File: config.mk
export PLATFORM = sky130hd
export DESIGN_NAME = adc_average_voltmeter_digits
export DESIGN_NICKNAME = d
export VERILOG_FILES = /design/src/rtl/avm_pkg.sv /design/src/rtl/avm_accum.sv /design/src/rtl/avm_scale.sv /design/src/rtl/avm_digits.sv /design/src/rtl/avm_out_reg.sv /design/src/rtl/adc_average_voltmeter_digits.sv
export VERILOG_INCLUDE_DIRS = /design/src /design/src/rtl
export SDC_FILE = /design/constraint.sdc
export NUM_CORES = 1
export LEC_CHECK = 0
export BUFFER_PORTS_ARGS = -buffer_cell sky130_fd_sc_hd__buf_2
export CORE_UTILIZATION = 50
export CTS_BUF_LIST = sky130_fd_sc_hd__clkbuf_4 sky130_fd_sc_hd__clkbuf_8
export CTS_CLUSTER_DIAMETER = 120
export DETAILED_ROUTE_END_ITERATION = 8
export PLACE_DENSITY = 0.69
export SLEW_MARGIN = 20
export SYNTH_ARGS = -nofsm -noshare
export SYNTH_HDL_FRONTEND = slang
export SYNTH_HIERARCHICAL = 1
export SYNTH_SLANG_ARGS = --single-unit
File: constraint.sdc
create_clock -name aclk -period 6.1 [get_ports aclk]
set_input_delay 0.305 -clock aclk [delete_from_list [all_inputs] [get_ports aclk]]
set_output_delay 0.305 -clock aclk [all_outputs]
set_load 0.02 [all_outputs]
File: src/rtl/assert_macros.svh
// Assertion macros shared by the voltmeter RTL files.
`ifndef ASSERT_MACROS_SVH
`define ASSERT_MACROS_SVH

// Same-cycle implication, checked outside reset.
`define AVM_ASSERT_NOW(label, clk, rstn, ante, cons, msg) \
    label: assert property (@(posedge clk) disable iff (!rstn) (ante) |-> (cons)) \
        else $error(msg);

// Next-cycle implication, checked outside reset.
`define AVM_ASSERT_NEXT(label, clk, rstn, ante, cons, msg) \
    label: assert property (@(posedge clk) disable iff (!rstn) (ante) |=> (cons)) \
        else $error(msg);

`endif

File: src/rtl/avm_pkg.sv
// Shared widths, scaling constants and result types of the averaging voltmeter.
package avm_pkg;

    localparam int unsigned SAMPLE_W        = 12;
    localparam int unsigned MV_W            = 12;
    localparam int unsigned FULL_SCALE_CODE = (2 ** SAMPLE_W) - 1;
    localparam int unsigned FULL_SCALE_MV   = 3300;
    localparam int unsigned BAR_CELLS       = 16;

    // Width of avg * 3300, which stays below 2^24.
    localparam int unsigned PROD_W = 24;

    // floor(x / 4095) for x < 2^24 as (x * ceil(2^36 / 4095)) >> 36.
    localparam int unsigned MV_SHIFT   = 36;
    localparam int unsigned MV_RECIP_W = 25;
    localparam logic [MV_RECIP_W-1:0] MV_RECIP =
        MV_RECIP_W'(((64'd1 << MV_SHIFT) + FULL_SCALE_CODE - 1) / FULL_SCALE_CODE);

    localparam int unsigned S_TDATA_W = 16;
    localparam int unsigned M_TDATA_W = 48;

    typedef struct packed {
        logic [SAMPLE_W-1:0] average_code;
        logic [MV_W-1:0]     millivolts;
    } mv_item_t;

    // Listed from the top bit down, so average_code sits in the lowest bits.
    typedef struct packed {
        logic [4:0]          bar_cells;
        logic [3:0]          digit_ones;
        logic [3:0]          digit_tens;
        logic [3:0]          digit_hundreds;
        logic [1:0]          digit_thousands;
        logic [MV_W-1:0]     millivolts;
        logic [SAMPLE_W-1:0] average_code;
    } res_t;

endpackage

File: src/rtl/avm_accum.sv
// Block accumulator and constant-divisor averaging stage.
`include "assert_macros.svh"

module avm_accum import avm_pkg::*; #(
    parameter int unsigned SAMPLES_AVERAGED = 16
) (
    input  logic                aclk,
    input  logic                aresetn,
    input  logic                en,
    input  logic                s_tvalid,
    input  logic [SAMPLE_W-1:0] sample,
    output logic                avg_valid,
    output logic [SAMPLE_W-1:0] avg_code
);

    localparam int unsigned CNT_W       = $clog2(SAMPLES_AVERAGED);
    localparam int unsigned SUM_W       = SAMPLE_W + CNT_W;
    localparam int unsigned RECIP_SHIFT = SUM_W + CNT_W + 1;
    localparam int unsigned RECIP_W     = RECIP_SHIFT - CNT_W + 2;
    localparam int unsigned AVG_PROD_W  = SUM_W + RECIP_W;
    localparam logic [RECIP_W-1:0] RECIP =
        RECIP_W'(((64'd1 << RECIP_SHIFT) + SAMPLES_AVERAGED - 1) / SAMPLES_AVERAGED);
    localparam logic [CNT_W-1:0] LAST_COUNT = CNT_W'(SAMPLES_AVERAGED - 1);

    logic [CNT_W-1:0]      count_reg, count_next;
    logic [SUM_W-1:0]      sum_reg, sum_next;
    logic [SUM_W-1:0]      sum_in;
    logic                  blk_valid_reg;
    logic [SUM_W-1:0]      blk_sum_reg;
    logic                  avg_valid_reg;
    logic [SAMPLE_W-1:0]   avg_reg;
    logic [AVG_PROD_W-1:0] avg_prod;
    logic                  take;
    logic                  last;

    assign take   = en && s_tvalid;
    assign last   = (count_reg == LAST_COUNT);
    assign sum_in = sum_reg + SUM_W'(sample);

    always_comb begin
        count_next = count_reg;
        sum_next   = sum_reg;
        if (take) begin
            if (last) begin
                count_next = '0;
                sum_next   = '0;
            end else begin
                count_next = count_reg + 1'b1;
                sum_next   = sum_in;
            end
        end
    end

    // Exact floor division of the block sum by the block length.
    assign avg_prod = {{RECIP_W{1'b0}}, blk_sum_reg} * {{SUM_W{1'b0}}, RECIP};

    always_ff @(posedge aclk) begin
        if (!aresetn) begin
            count_reg     <= '0;
            sum_reg       <= '0;
            blk_valid_reg <= 1'b0;
            avg_valid_reg <= 1'b0;
        end else if (en) begin
            count_reg     <= count_next;
            sum_reg       <= sum_next;
            blk_valid_reg <= take && last;
            avg_valid_reg <= blk_valid_reg;
        end
    end

    always_ff @(posedge aclk) begin
        if (en) begin
            blk_sum_reg <= sum_in;
            avg_reg     <= avg_prod[RECIP_SHIFT +: SAMPLE_W];
        end
    end

    assign avg_valid = avg_valid_reg;
    assign avg_code  = avg_reg;

    `AVM_ASSERT_NOW(a_count_range, aclk, aresetn, 1'b1, count_reg <= LAST_COUNT, "block count overran")
    `AVM_ASSERT_NEXT(a_block_close, aclk, aresetn, take && last, (count_reg == '0) && (sum_reg == '0) && blk_valid_reg, "block end did not clear the sum")

endmodule

File: src/rtl/avm_scale.sv
// Two-stage scaling of the average code to millivolts.
`include "assert_macros.svh"

module avm_scale import avm_pkg::*; (
    input  logic                aclk,
    input  logic                aresetn,
    input  logic                en,
    input  logic                avg_valid,
    input  logic [SAMPLE_W-1:0] avg_code,
    output logic                mv_valid,
    output mv_item_t            mv_item
);

    localparam int unsigned MV_PROD_W = PROD_W + MV_RECIP_W;

    logic                 prod_valid_reg;
    logic [PROD_W-1:0]    prod_reg;
    logic [SAMPLE_W-1:0]  prod_avg_reg;
    logic                 mv_valid_reg;
    mv_item_t             mv_item_reg;
    logic [MV_PROD_W-1:0] mv_prod;

    // Divide by 4095 through the reciprocal; exact for every product below 2^24.
    assign mv_prod = {{MV_RECIP_W{1'b0}}, prod_reg} * {{PROD_W{1'b0}}, MV_RECIP};

    always_ff @(posedge aclk) begin
        if (!aresetn) begin
            prod_valid_reg <= 1'b0;
            mv_valid_reg   <= 1'b0;
        end else if (en) begin
            prod_valid_reg <= avg_valid;
            mv_valid_reg   <= prod_valid_reg;
        end
    end

    always_ff @(posedge aclk) begin
        if (en) begin
            prod_reg                 <= PROD_W'(avg_code) * PROD_W'(FULL_SCALE_MV);
            prod_avg_reg             <= avg_code;
            mv_item_reg.average_code <= prod_avg_reg;
            mv_item_reg.millivolts   <= mv_prod[MV_SHIFT +: MV_W];
        end
    end

    assign mv_valid = mv_valid_reg;
    assign mv_item  = mv_item_reg;

    `AVM_ASSERT_NOW(a_mv_full_scale, aclk, aresetn, mv_valid_reg, mv_item_reg.millivolts <= MV_W'(FULL_SCALE_MV), "millivolts above full scale")

endmodule

File: src/rtl/avm_digits.sv
// Decimal digit split and bar length of the millivolt value in stages A, B and C.
`include "assert_macros.svh"

module avm_digits import avm_pkg::*; (
    input  logic     aclk,
    input  logic     aresetn,
    input  logic     en,
    input  logic     mv_valid,
    input  mv_item_t mv_item,
    output logic     res_valid,
    output res_t     res
);

    typedef struct packed {
        mv_item_t   item;
        logic [1:0] thousands;
        logic [4:0] bar;
        logic [9:0] rem;
    } stage_a_t;

    typedef struct packed {
        mv_item_t   item;
        logic [1:0] thousands;
        logic [4:0] bar;
        logic [3:0] hundreds;
        logic [6:0] rem;
    } stage_b_t;

    // Digit of value in base weight, for value below ten times weight.
    function automatic logic [3:0] digit_of(input logic [9:0] value,
                                            input logic [9:0] weight);
        logic [8:0] ge;
        for (int k = 1; k <= 9; k++) begin
            ge[k-1] = (value >= 10'(weight * k));
        end
        return 4'($countones(ge));
    endfunction

    logic             a_valid_reg, b_valid_reg, c_valid_reg;
    stage_a_t         a_reg, a_next;
    stage_b_t         b_reg, b_next;
    res_t             c_reg, c_next;
    logic [2:0]       th_ge;
    logic [BAR_CELLS-1:0] bar_ge;

    // Stage A: volts digit and the bar length from threshold compares.
    always_comb begin
        th_ge = {mv_item.millivolts >= MV_W'(3000),
                 mv_item.millivolts >= MV_W'(2000),
                 mv_item.millivolts >= MV_W'(1000)};
        for (int k = 1; k <= BAR_CELLS; k++) begin
            bar_ge[k-1] = mv_item.millivolts >=
                          MV_W'((FULL_SCALE_MV * k + BAR_CELLS - 1) / BAR_CELLS);
        end
        a_next.item      = mv_item;
        a_next.thousands = 2'($countones(th_ge));
        a_next.bar       = 5'($countones(bar_ge));
        a_next.rem       = 10'(mv_item.millivolts -
                               MV_W'(MV_W'(a_next.thousands) * MV_W'(1000)));
    end

    // Stage B: hundreds digit.
    always_comb begin
        b_next.item      = a_reg.item;
        b_next.thousands = a_reg.thousands;
        b_next.bar       = a_reg.bar;
        b_next.hundreds  = digit_of(a_reg.rem, 10'd100);
        b_next.rem       = 7'(a_reg.rem - 10'(10'(b_next.hundreds) * 10'd100));
    end

    // Stage C: tens and ones digits.
    always_comb begin
        c_next.average_code    = b_reg.item.average_code;
        c_next.millivolts      = b_reg.item.millivolts;
        c_next.digit_thousands = b_reg.thousands;
        c_next.digit_hundreds  = b_reg.hundreds;
        c_next.bar_cells       = b_reg.bar;
        c_next.digit_tens      = digit_of({3'b000, b_reg.rem}, 10'd10);
        c_next.digit_ones      = 4'(b_reg.rem - 7'(7'(c_next.digit_tens) * 7'd10));
    end

    always_ff @(posedge aclk) begin
        if (!aresetn) begin
            a_valid_reg <= 1'b0;
            b_valid_reg <= 1'b0;
            c_valid_reg <= 1'b0;
        end else if (en) begin
            a_valid_reg <= mv_valid;
            b_valid_reg <= a_valid_reg;
            c_valid_reg <= b_valid_reg;
        end
    end

    always_ff @(posedge aclk) begin
        if (en) begin
            a_reg <= a_next;
            b_reg <= b_next;
            c_reg <= c_next;
        end
    end

    assign res_valid = c_valid_reg;
    assign res       = c_reg;

    `AVM_ASSERT_NOW(a_rem_range, aclk, aresetn, a_valid_reg, a_reg.rem < 10'd1000, "remainder after volts digit out of range")
    `AVM_ASSERT_NOW(a_digit_range, aclk, aresetn, c_valid_reg, (c_reg.digit_hundreds <= 4'd9) && (c_reg.digit_tens <= 4'd9) && (c_reg.digit_ones <= 4'd9), "decimal digit above nine")

endmodule

File: src/rtl/avm_out_reg.sv
// Output register with a one-entry skid stage that stalls the pipeline.
`include "assert_macros.svh"

module avm_out_reg import avm_pkg::*; (
    input  logic aclk,
    input  logic aresetn,
    input  logic res_valid,
    input  res_t res,
    output logic en,
    input  logic m_tready,
    output logic m_tvalid,
    output res_t m_res
);

    logic out_valid_reg;
    res_t out_reg;
    logic skid_valid_reg;
    res_t skid_reg;
    logic out_free;

    // The pipeline moves only while the skid stage is empty.
    assign en       = !skid_valid_reg;
    assign out_free = !out_valid_reg || m_tready;

    always_ff @(posedge aclk) begin
        if (!aresetn) begin
            out_valid_reg  <= 1'b0;
            skid_valid_reg <= 1'b0;
        end else if (skid_valid_reg) begin
            if (out_free) begin
                out_valid_reg  <= 1'b1;
                skid_valid_reg <= 1'b0;
            end
        end else if (out_free) begin
            out_valid_reg <= res_valid;
        end else if (res_valid) begin
            skid_valid_reg <= 1'b1;
        end
    end

    always_ff @(posedge aclk) begin
        if (skid_valid_reg) begin
            if (out_free) begin
                out_reg <= skid_reg;
            end
        end else if (out_free) begin
            out_reg <= res;
        end else begin
            skid_reg <= res;
        end
    end

    assign m_tvalid = out_valid_reg;
    assign m_res    = out_reg;

    `AVM_ASSERT_NOW(a_skid_behind_out, aclk, aresetn, skid_valid_reg, out_valid_reg, "skid entry held with empty output")
    `AVM_ASSERT_NEXT(a_skid_drain, aclk, aresetn, skid_valid_reg && m_tready, out_valid_reg && !skid_valid_reg, "skid entry not moved to output")

endmodule

File: src/rtl/adc_average_voltmeter_digits.sv
// A block result passes the block sum, average, product, millivolt, A, B, C and output registers.
// Throughput: one sample transfer per cycle unless stalled; the seven stages move as one unit.
// s_tready falls only when the output register and its skid entry both hold results.
// Reset (aresetn low at a clock edge) clears the sample count, the running sum and all valid bits.
// The payload registers are not reset; no result is presented until a block completes.
module adc_average_voltmeter_digits import avm_pkg::*; #(
    parameter int unsigned SAMPLES_AVERAGED = 16
) (
    input  logic                 aclk,
    input  logic                 aresetn,
    input  logic                 s_tvalid,
    output logic                 s_tready,
    input  logic [S_TDATA_W-1:0] s_tdata,  // [11:0] sample; upper bits ignored
    output logic                 m_tvalid,
    input  logic                 m_tready,
    // [11:0] average_code, [23:12] millivolts, [25:24] digit_thousands,
    // [29:26] digit_hundreds, [33:30] digit_tens, [37:34] digit_ones,
    // [42:38] bar_cells, [47:43] zero
    output logic [M_TDATA_W-1:0] m_tdata
);

    // Pipeline advance. It is a registered flag, so there is no combinational
    // path from m_tready back to s_tready.
    logic                en;
    logic                avg_valid;
    logic [SAMPLE_W-1:0] avg_code;
    logic                mv_valid;
    mv_item_t            mv_item;
    logic                res_valid;
    res_t                res;
    res_t                m_res;

    // s_tready is the pipeline advance, so a sample transfers whenever s_tvalid is high while it advances.
    assign s_tready = en;

    // Stage 1 accumulates the block; stage 2 holds the block average.
    avm_accum #(
        .SAMPLES_AVERAGED (SAMPLES_AVERAGED)
    ) u_accum (
        .aclk      (aclk),
        .aresetn   (aresetn),
        .en        (en),
        .s_tvalid  (s_tvalid),
        .sample    (s_tdata[SAMPLE_W-1:0]),
        .avg_valid (avg_valid),
        .avg_code  (avg_code)
    );

    // Stages 3 and 4 turn the average code into millivolts.
    avm_scale u_scale (
        .aclk      (aclk),
        .aresetn   (aresetn),
        .en        (en),
        .avg_valid (avg_valid),
        .avg_code  (avg_code),
        .mv_valid  (mv_valid),
        .mv_item   (mv_item)
    );

    // Stages 5 to 7 split the millivolts into decimal digits and a bar length.
    avm_digits u_digits (
        .aclk      (aclk),
        .aresetn   (aresetn),
        .en        (en),
        .mv_valid  (mv_valid),
        .mv_item   (mv_item),
        .res_valid (res_valid),
        .res       (res)
    );

    // The output register holds the result until its transfer; the skid entry
    // catches the one result that is still moving when the output stalls.
    avm_out_reg u_out_reg (
        .aclk      (aclk),
        .aresetn   (aresetn),
        .res_valid (res_valid),
        .res       (res),
        .en        (en),
        .m_tready  (m_tready),
        .m_tvalid  (m_tvalid),
        .m_res     (m_res)
    );

    assign m_tdata = M_TDATA_W'(m_res);

endmodule

**After elaboration in Yosys (flattened, before gate mapping)**

Index checks and enable logic that the tools add are counted.

- Memory bits (read-only): 0
- Latch bits: 0
- Bits in writable memories: 0
- Bits of input ports: 20
- Output and inout bits: 50
- Memories kept: 0
- Register bits after elaboration: 327

- Shift operators: 0
- Equal/unequal tests: 1
- Multiply operators: 5
- Divide/modulo/power cells: 0
- Multiplexer cells: 12
- Bitwise logic cells: 2
- $add $sub $neg: 38
- $lt $le $gt $ge: 37
- Reduce and logical (&&, ||, !) cells: 7

Operators by type and width:

| kind | number |
|---|---|
| 43-bit two-way mux | 3 |
| 12-bit >= comparator, second input constant | 8 |
| 12-bit by 11-bit >= comparator with 1-bit output, second input constant | 6 |
| 22-bit by 24-bit multiplier with 45-bit output, second input constant | 1 |
| 10-bit >= comparator, second input constant | 4 |
| 12-bit by 10-bit >= comparator with 1-bit output, second input constant | 3 |
| 5-bit adder | 7 |
| 1-bit by 1-bit adder with 2-bit output | 17 |
| 10-bit by 9-bit >= comparator with 1-bit output, second input constant | 3 |
| 4-bit adder | 6 |
| 12-bit by 10-bit multiplier with 22-bit output, second input constant | 1 |
| 7-bit by 6-bit >= comparator with 1-bit output, second input constant | 3 |
| 7-bit >= comparator, second input constant | 3 |
| 16-bit by 12-bit adder with 16-bit output | 1 |
| 16-bit two-way mux | 1 |
| 7-bit by 5-bit >= comparator with 1-bit output, second input constant | 2 |
| 12-bit by 8-bit >= comparator with 1-bit output, second input constant | 1 |
| 12-bit by 9-bit >= comparator with 1-bit output, second input constant | 1 |
| 10-bit by 7-bit >= comparator with 1-bit output, second input constant | 1 |
| 10-bit by 8-bit >= comparator with 1-bit output, second input constant | 1 |
| 10-bit subtractor | 1 |
| 4-bit by 1-bit adder with 4-bit output | 2 |
| 7-bit by 4-bit >= comparator with 1-bit output, second input constant | 1 |
| 2-bit by 7-bit multiplier with 7-bit output, second input constant | 1 |
| other kinds (14) | 24 |

**Depth between registers and ports, before layout**

Gate-level depths: netlist of the first run.

- Depth after elaboration: 7
- Depth in mapped cells: 17
- Gate-level depth less buffers: 16

**By module**

Netlist of the first run, hierarchy kept.

Modules (own cells, without submodules):

| module | seq. area each (µm²) | area an instance (µm²) | cells each | instances |
|---|---|---|---|---|
| avm_digits | 3663.5 | 5694.2 | 386 | 1 |
| avm_scale | 1691.6 | 5631.7 | 475 | 1 |
| avm_out_reg | 2622.5 | 3377.0 | 142 | 1 |
| avm_accum | 1161.1 | 2252.2 | 196 | 1 |
| adc_average_voltmeter_digits | 0.0 | 41.3 | 6 | 1 |

**Worst setup path after synthesis of the first run**

No wires, ideal clock.

- Path type: register -> register
- Start: reg u_out_reg.skid_valid_reg
- End: reg u_accum.sum_reg[13]
- Data arrival time: 6.085 ns
- Slack: -0.064 ns
- Data required time: 6.021 ns
- Cell stages (with the launch flop): 10
- Period minus slack after synthesis: 6.164 ns
- Cells stage by stage: dfxtp_1 -> buf_6 -> buf_12 -> inv_1 -> buf_6 -> nand2_2 -> a31oi_4 -> nand2_1 -> a2111o_1 -> o211ai_1

- Longest elaborated chain between the ends: 3
- Elaborated cells between the ends (all ways): 4

RTL lines:

| what | line | RTL |
|---|---|---|
| start: declaration | avm_out_reg.sv:17 | `logic skid_valid_reg;` |
| start signal: assignment | avm_out_reg.sv:28 | `skid_valid_reg <= 1'b0;` |
| start signal: assignment | avm_out_reg.sv:32 | `skid_valid_reg <= 1'b0;` |
| start signal: assignment | avm_out_reg.sv:37 | `skid_valid_reg <= 1'b1;` |
| 1-bit logical NOT | avm_out_reg.sv:22 | `assign en = !skid_valid_reg;` |
| net s_tready | adc_average_voltmeter_digits.sv:12 | `output logic s_tready,` |
| 1-bit logical AND | avm_accum.sv:36 | `assign take = en && s_tvalid;` |
| 2-bit AND reduction (no source line) | -- |  |
| end signal: assignment | avm_accum.sv:65 | `sum_reg <= sum_next;` |
| end: declaration | avm_accum.sv:26 | `logic [SUM_W-1:0] sum_reg, sum_next;` |

The timed path passes the listed nets, and every way through them passes these cells.
A chain may end at the register's enable or synchronous reset.

**Worst setup path after layout of the first run**

- Start: reg u_accum.avg_reg[0], in the netlist u_accum/avg_code[0]
- End: reg u_scale.prod_reg[20], data pin

- Longest elaborated chain between the ends: 1

RTL lines:

| what | line | RTL |
|---|---|---|
| start: declaration | avm_accum.sv:31 | `logic [SAMPLE_W-1:0] avg_reg;` |
| start signal: assignment | avm_accum.sv:74 | `avg_reg <= avg_prod[RECIP_SHIFT +: SAMPLE_W];` |
| 12-bit by 10-bit multiplier with 22-bit output | avm_scale.sv:38 | `prod_reg <= PROD_W'(avg_code) * PROD_W'(FULL_SCALE_MV);` |
| end signal: assignment | avm_scale.sv:38 |  |
| end: declaration | avm_scale.sv:17 | `logic [PROD_W-1:0] prod_reg;` |

Every way passes these cells.

==> out/qor.yml, run 1 <==
run_status:
  status: "completed"
timing:
  slew_headroom_pct: 33.0
  rsz0062_at_grt: "false"
  whs_ns: 0.0677
  setup_violations: 0
  layout_min_cycle_time_ns: 4.96
  drv_slew: 0
  fin_worst_skew_ns: 0.0174
  hold_violations: 0
  setup_tns_ns: 0
  post-route-period-util_pct: 81.2
  fmax_mhz: 202
  tightest_slew_ns: 1.01
worst_setup_path:
  path_max_fanout: 5
  crit_path_end: "u_scale/prod_reg[20]"
  rrSetupSlack_ns: 1.14
  required_ns: 6.46
  critPathCaptureType: "flop"
  r2r-start: "u_accum/avg_code[0]"
  critPathArrivalTime_ns: 5.31
  ff2ff_path_depth: 16
  critPathLaunchType: "flop"
  startpoint: "u_accum/avg_code[0]"
  critPathKind: "flop to flop"
  r2r_end: "u_scale/prod_reg[20]"
synthesis:
  ys_ff_latch: 314
  ys_warn_count: 6
  avgSynthCellArea_sq_um: 14.1
  synth_edf_count: 285
  syn_inst: 1205
  ys_types: 86
  synth_ff_type: "edfxtp_1"
  synth-seq-area-share_pct: 53.8
  synthArstFlopShare_pct: 0
  syn_area_sq_um: 17000
place:
  gp_congestion: 0.881
  hpwl_um: 19200
  io_buffers: 60
  placed_area_sq_um: 17700
floorplan:
  start_util_pct: 50.8
  dieArea_sq_um: 34700
  coreArea_sq_um: 33400
  die_h_um: 186
  core.rowCount: 67
  die_w_um: 186
  io_pins: 70
grt:
  grt_max_degree: 201
  grt_overflow: 0
  use_met3_pct: 3.27
  grt_pass1_vias: 9515
  grt-busiest-layer: "met2"
  antenna_found_initial: 0
  grt_pass1_wl_um: 45600
  grt_usage_pct: 16.2
  grtUsageMet1_pct: 20.9
  met2_usage_pct: 26.3
clock_network:
  cts_buffers: 51
  cts_hold_buf: 1
  worstSkewPairLatency_ns: 0.60
  h-tree-depth: 2
  cts_tree: "built"
  post-cts-setup-buffers: 0
  clock-sinks: 314
  cts_resized: 0
  clock_path_buffers: 3
  clkTransAtPathRegs_ns: 0.06
  root_buffer: "clkbuf_8"
drt:
  vias: 9458
  drt-wirelength-per-cell_um: 15.2
  drt_first_iter_violations: 562
  ant_nets: 0
  totalWireLength_um: 27200
  routed_via_density: 5.28
  drc: 0
  firstDrtPassIters: 5
cells_and_area:
  syn2layout_area_growth_pct: 10.8
  layout_commonest_cell: "edfxtp_1"
  design_area_sq_um: 18800
  fin_nets: 1569
  utilization_pct: 56.3
  layout-drive-gt1-share_pct: 16.8
  diodes: 0
  final_cell_mix: "285 x edfxtp_1, 194 x ha_1, 114 x inv_1"
min_path:
  hp-class: "primary input to flop"
job:
  drv_cap: 0
## routing by layer
layer / vias up / routed length [um] / share of wire (%)
li1: 4668 / - / -
met1: 4557 / 12200 / 45
met2: 184 / 13000 / 48
met3: 49 / 1220 / 4.5
met4: 0 / 811 / 3.0
met5: - / 0 / 0
## critical path: stages (launching register included)
cell,delay [ns]
edfxtp_1,0.48
ha_1,0.40
ha_1,0.30
inv_1,0.05
fa_1,0.53
inv_1,0.06
fa_1,0.53
inv_1,0.05
fa_1,0.49
inv_1,0.04
ha_1,0.31
or3_1,0.14
o21ai_0,0.12
nor4b_1,0.57
o41a_1,0.27
nor4_1,0.06
a311o_1,0.32
## logic make-up (layout without fill, tap and decap cells)
| group | count (synthesis) | after routing | share of synthesized area (%) |
|---|---|---|---|
| AOI/OAI and AO/OA | 201 | 201 | 8.98 |
| and+or+nand+nor | 190 | 190 | 5.50 |
| buffers and inverters | 142 | 276 | 3.89 |
| other | 1 | 5 | 0.0221 |
| xor gates and xnor gates | 57 | 57 | 2.94 |
| adders and majority gates | 249 | 249 | 20.8 |
| DFF | 314 | 314 | 53.8 |
| muxes | 51 | 51 | 4.14 |
## how the worst min path moves through the flow
stage / startpoint / cells past startpoint / to / slack, ns
2_1_floorplan: u_accum/blk_sum_reg[4] / 0 / u_accum/avg_code[0] / 0.40
3_3_place_gp: u_digits/a_reg[23] / 0 / u_digits/b_reg[24] / 0.40
3_5_place_dp: u_accum/blk_sum_reg[6] / 0 / u_accum/avg_code[2] / 0.40
4_1_cts: aresetn / 2 / u_scale/prod_valid_reg / 0.01
5_1_grt: aresetn / 2 / u_digits/b_valid_reg / 0.02
6_report: aresetn / 2 / u_out_reg/m_tvalid / 0.07
## per-stage QoR
step,cells,setup WS [ns]
2_1_floorplan,1209,1.11
3_3_place_gp,1694,1.17
3_5_place_dp,1694,1.13
4_1_cts,1791,1.14
5_1_grt,1791,0.812
6_report,1791,1.14
## final cells by class
type	instances	area [sq um]
multi-input combinational	753	7220
fill	2678	14600
tap	448	561
inverter	115	435
sequential	314	9140
clock buffer	73	880
clock inverter	23	236
timing repair buffer	65	353
## cell usage after synthesis, types with 15 or more instances
| library cell | n | area share (%) |
|---|---|---|
| mux2_4 | 37 | 3.3 |
| inv_1 | 115 | 2.5 |
| ha_1 | 194 | 14 |
| a21o_1 | 16 | 0.71 |
| a21oi_1 | 37 | 1.1 |
| xor2_1 | 26 | 1.3 |
| nor3_1 | 17 | 0.50 |
| nor2_1 | 53 | 1.2 |
| fa_1 | 55 | 6.5 |
| dfxtp_1 | 29 | 3.4 |
| edfxtp_1 | 285 | 50 |
| xnor2_1 | 31 | 1.6 |
| nand2_1 | 45 | 0.99 |
| o21a_1 | 18 | 0.80 |
| o21ai_0 | 25 | 0.74 |
| nand3_1 | 24 | 0.71 |
| nor2b_1 | 15 | 0.55 |
Power of run 1 is left out: the tool's default activity adds up to more than one toggle a clock period on the data nets, which glitch-free logic cannot reach.
==> run 2: changes to the inputs <==
Clock period 6.1 ns to 4.2 ns, I/O delays scaled along.
==> run 2 against run 1 <==
Compared with the run above: the run now ends with setup timing left; non-clock buffer count increased by 110; setup slack got worse by 1.4 ns; cell area increased by 6.5%; routed wire length increased by 7.1%; clock skew increased by 0.0058 ns; first-iteration DRC count decreased by 23%; register-to-register slack got worse by 1.4 ns; cell count increased by 6.2%; global-route usage increased by 0.91 points; critical path type unchanged; highest routed layer unchanged.
==> out/qor.yml, run 2 (synthesis results as in run 1) <==
worst_setup_path:
  r2r-start: "u_accum/avg_code[1]"
  critPathArrivalTime_ns: 4.76
  critPathKind: "flop to flop"
  path_max_fanout: 4
  startpoint: "u_accum/avg_code[1]"
  required_ns: 4.53
  critPathLaunchType: "flop"
  critPathCaptureType: "flop"
floorplan:
  die_w_um: 186
  core.rowCount: 67
  die_h_um: 186
  io_pins: 70
  coreArea_sq_um: 33400
  dieArea_sq_um: 34700
  start_util_pct: 50.8
cells_and_area:
  diodes: 0
  layout-drive-gt1-share_pct: 27.7
  layout_commonest_cell: "edfxtp_1"
  fin_nets: 1680
  utilization_pct: 60.0
  final_cell_mix: "285 x edfxtp_1, 183 x ha_1, 107 x buf_4"
  syn2layout_area_growth_pct: 18.0
timing:
  final.setup.worst_slack_ns: -0.239
  slew_headroom_pct: 45.6
  fin_worst_skew_ns: 0.0232
  layout_min_cycle_time_ns: 4.44
  rsz0062_at_grt: "true"
  whs_ns: 0.0705
  hold_violations: 0
  tightest_slew_ns: 0.815
  setup_tns_ns: -1.12
  post-route-period-util_pct: 106
  drv_slew: 0
  fmax_mhz: 225
  setup_violations: 14
min_path:
  hold_path_startpoint: "s_tdata[1]"
  hp-class: "primary input to flop"
grt:
  grt_max_degree: 155
  grt_pass1_wl_um: 48400
  grt_pass1_vias: 10121
  antenna_found_initial: 0
  grt_usage_pct: 17.1
  grt_overflow: 0
drt:
  firstDrtPassIters: 5
  routed_via_density: 5.22
  drc: 0
  drt-wirelength-per-cell_um: 15.3
  vias: 9926
  totalWireLength_um: 29200
  ant_nets: 0
  drt_first_iter_violations: 435
clock_network:
  worstSkewPairLatency_ns: 0.59
  cts_buffers: 52
  clock-sinks: 314
  h-tree-depth: 2
  clkTransAtPathRegs_ns: 0.06
  cts_tree: "built"
  root_buffer: "clkbuf_8"
  clock_path_buffers: 3
place:
  io_buffers: 60
  gp_congestion: 0.862
  hpwl_um: 21000
job:
  drv_cap: 0
run_status:
  status: "finished with violations"
  violations: "setup timing"
## run 2: final timing paths
path | to | slack, ns | cells past startpoint
worst min register to register | u_digits/res[42] | 0.41 | 0
worst max-delay path | u_scale/prod_reg[20] | -0.24 | 14
worst max register to register | u_scale/prod_reg[20] | -0.24 | 14
worst min-delay path | u_accum/sum_reg[1] | 0.07 | 4
## run 2: stage by stage
| step | std cells | cell area (sq um) | worst slack [ns] |
|---|---|---|---|
| 2_1_floorplan | 1209 | 17200 | -0.666 |
| 3_3_place_gp | 1790 | 18600 | -0.224 |
| 3_5_place_dp | 1790 | 18600 | -0.287 |
| 4_1_cts | 1899 | 19900 | -0.224 |
| 5_1_grt | 1902 | 20100 | -0.389 |
| 6_report | 1902 | 20100 | -0.239 |
## run 2: critical path, stage by stage, from the launching register on
cell and delay [ns]:
edfxtp_1 0.50, ha_2 0.25, xor2_2 0.17, ha_1 0.31, fa_1 0.46, fa_1 0.50
inv_2 0.04, fa_1 0.51, inv_2 0.05, ha_4 0.16, or3_4 0.40, o21ai_4 0.11
nor4b_4 0.08, o41a_1 0.35, a311o_1 0.29
## run 2: repair_timing
item                                    4_1_cts  5_1_grt
endpoints found under the setup margin       16       18
resized for setup                            27       35
pin swaps                                    11       18
endpoints found under the hold margin        10        0
hold buffers                                  3        0
setup buffers                                 9        3
## run 2: layout make-up
class / count / area [sq um]
Fill cell: 2561 / 13400
Multi-Input combinational cell: 753 / 7620
Tap cell: 448 / 561
Clock inverter: 29 / 241
Clock buffer: 68 / 861
Inverter: 115 / 435
Sequential cell: 314 / 9140
Timing Repair Buffer: 175 / 1200
## run 2: per-layer routing
| layer | part of all wire [%] | GRT usage, % |
|---|---|---|
| met5 | 0 | 0 |
| met4 | 2.4 | 5.98 |
| met3 | 3.4 | 2.97 |
| met2 | 50 | 29.8 |
| met1 | 44 | 21.4 |
Power of run 2 is left out for the same reason.
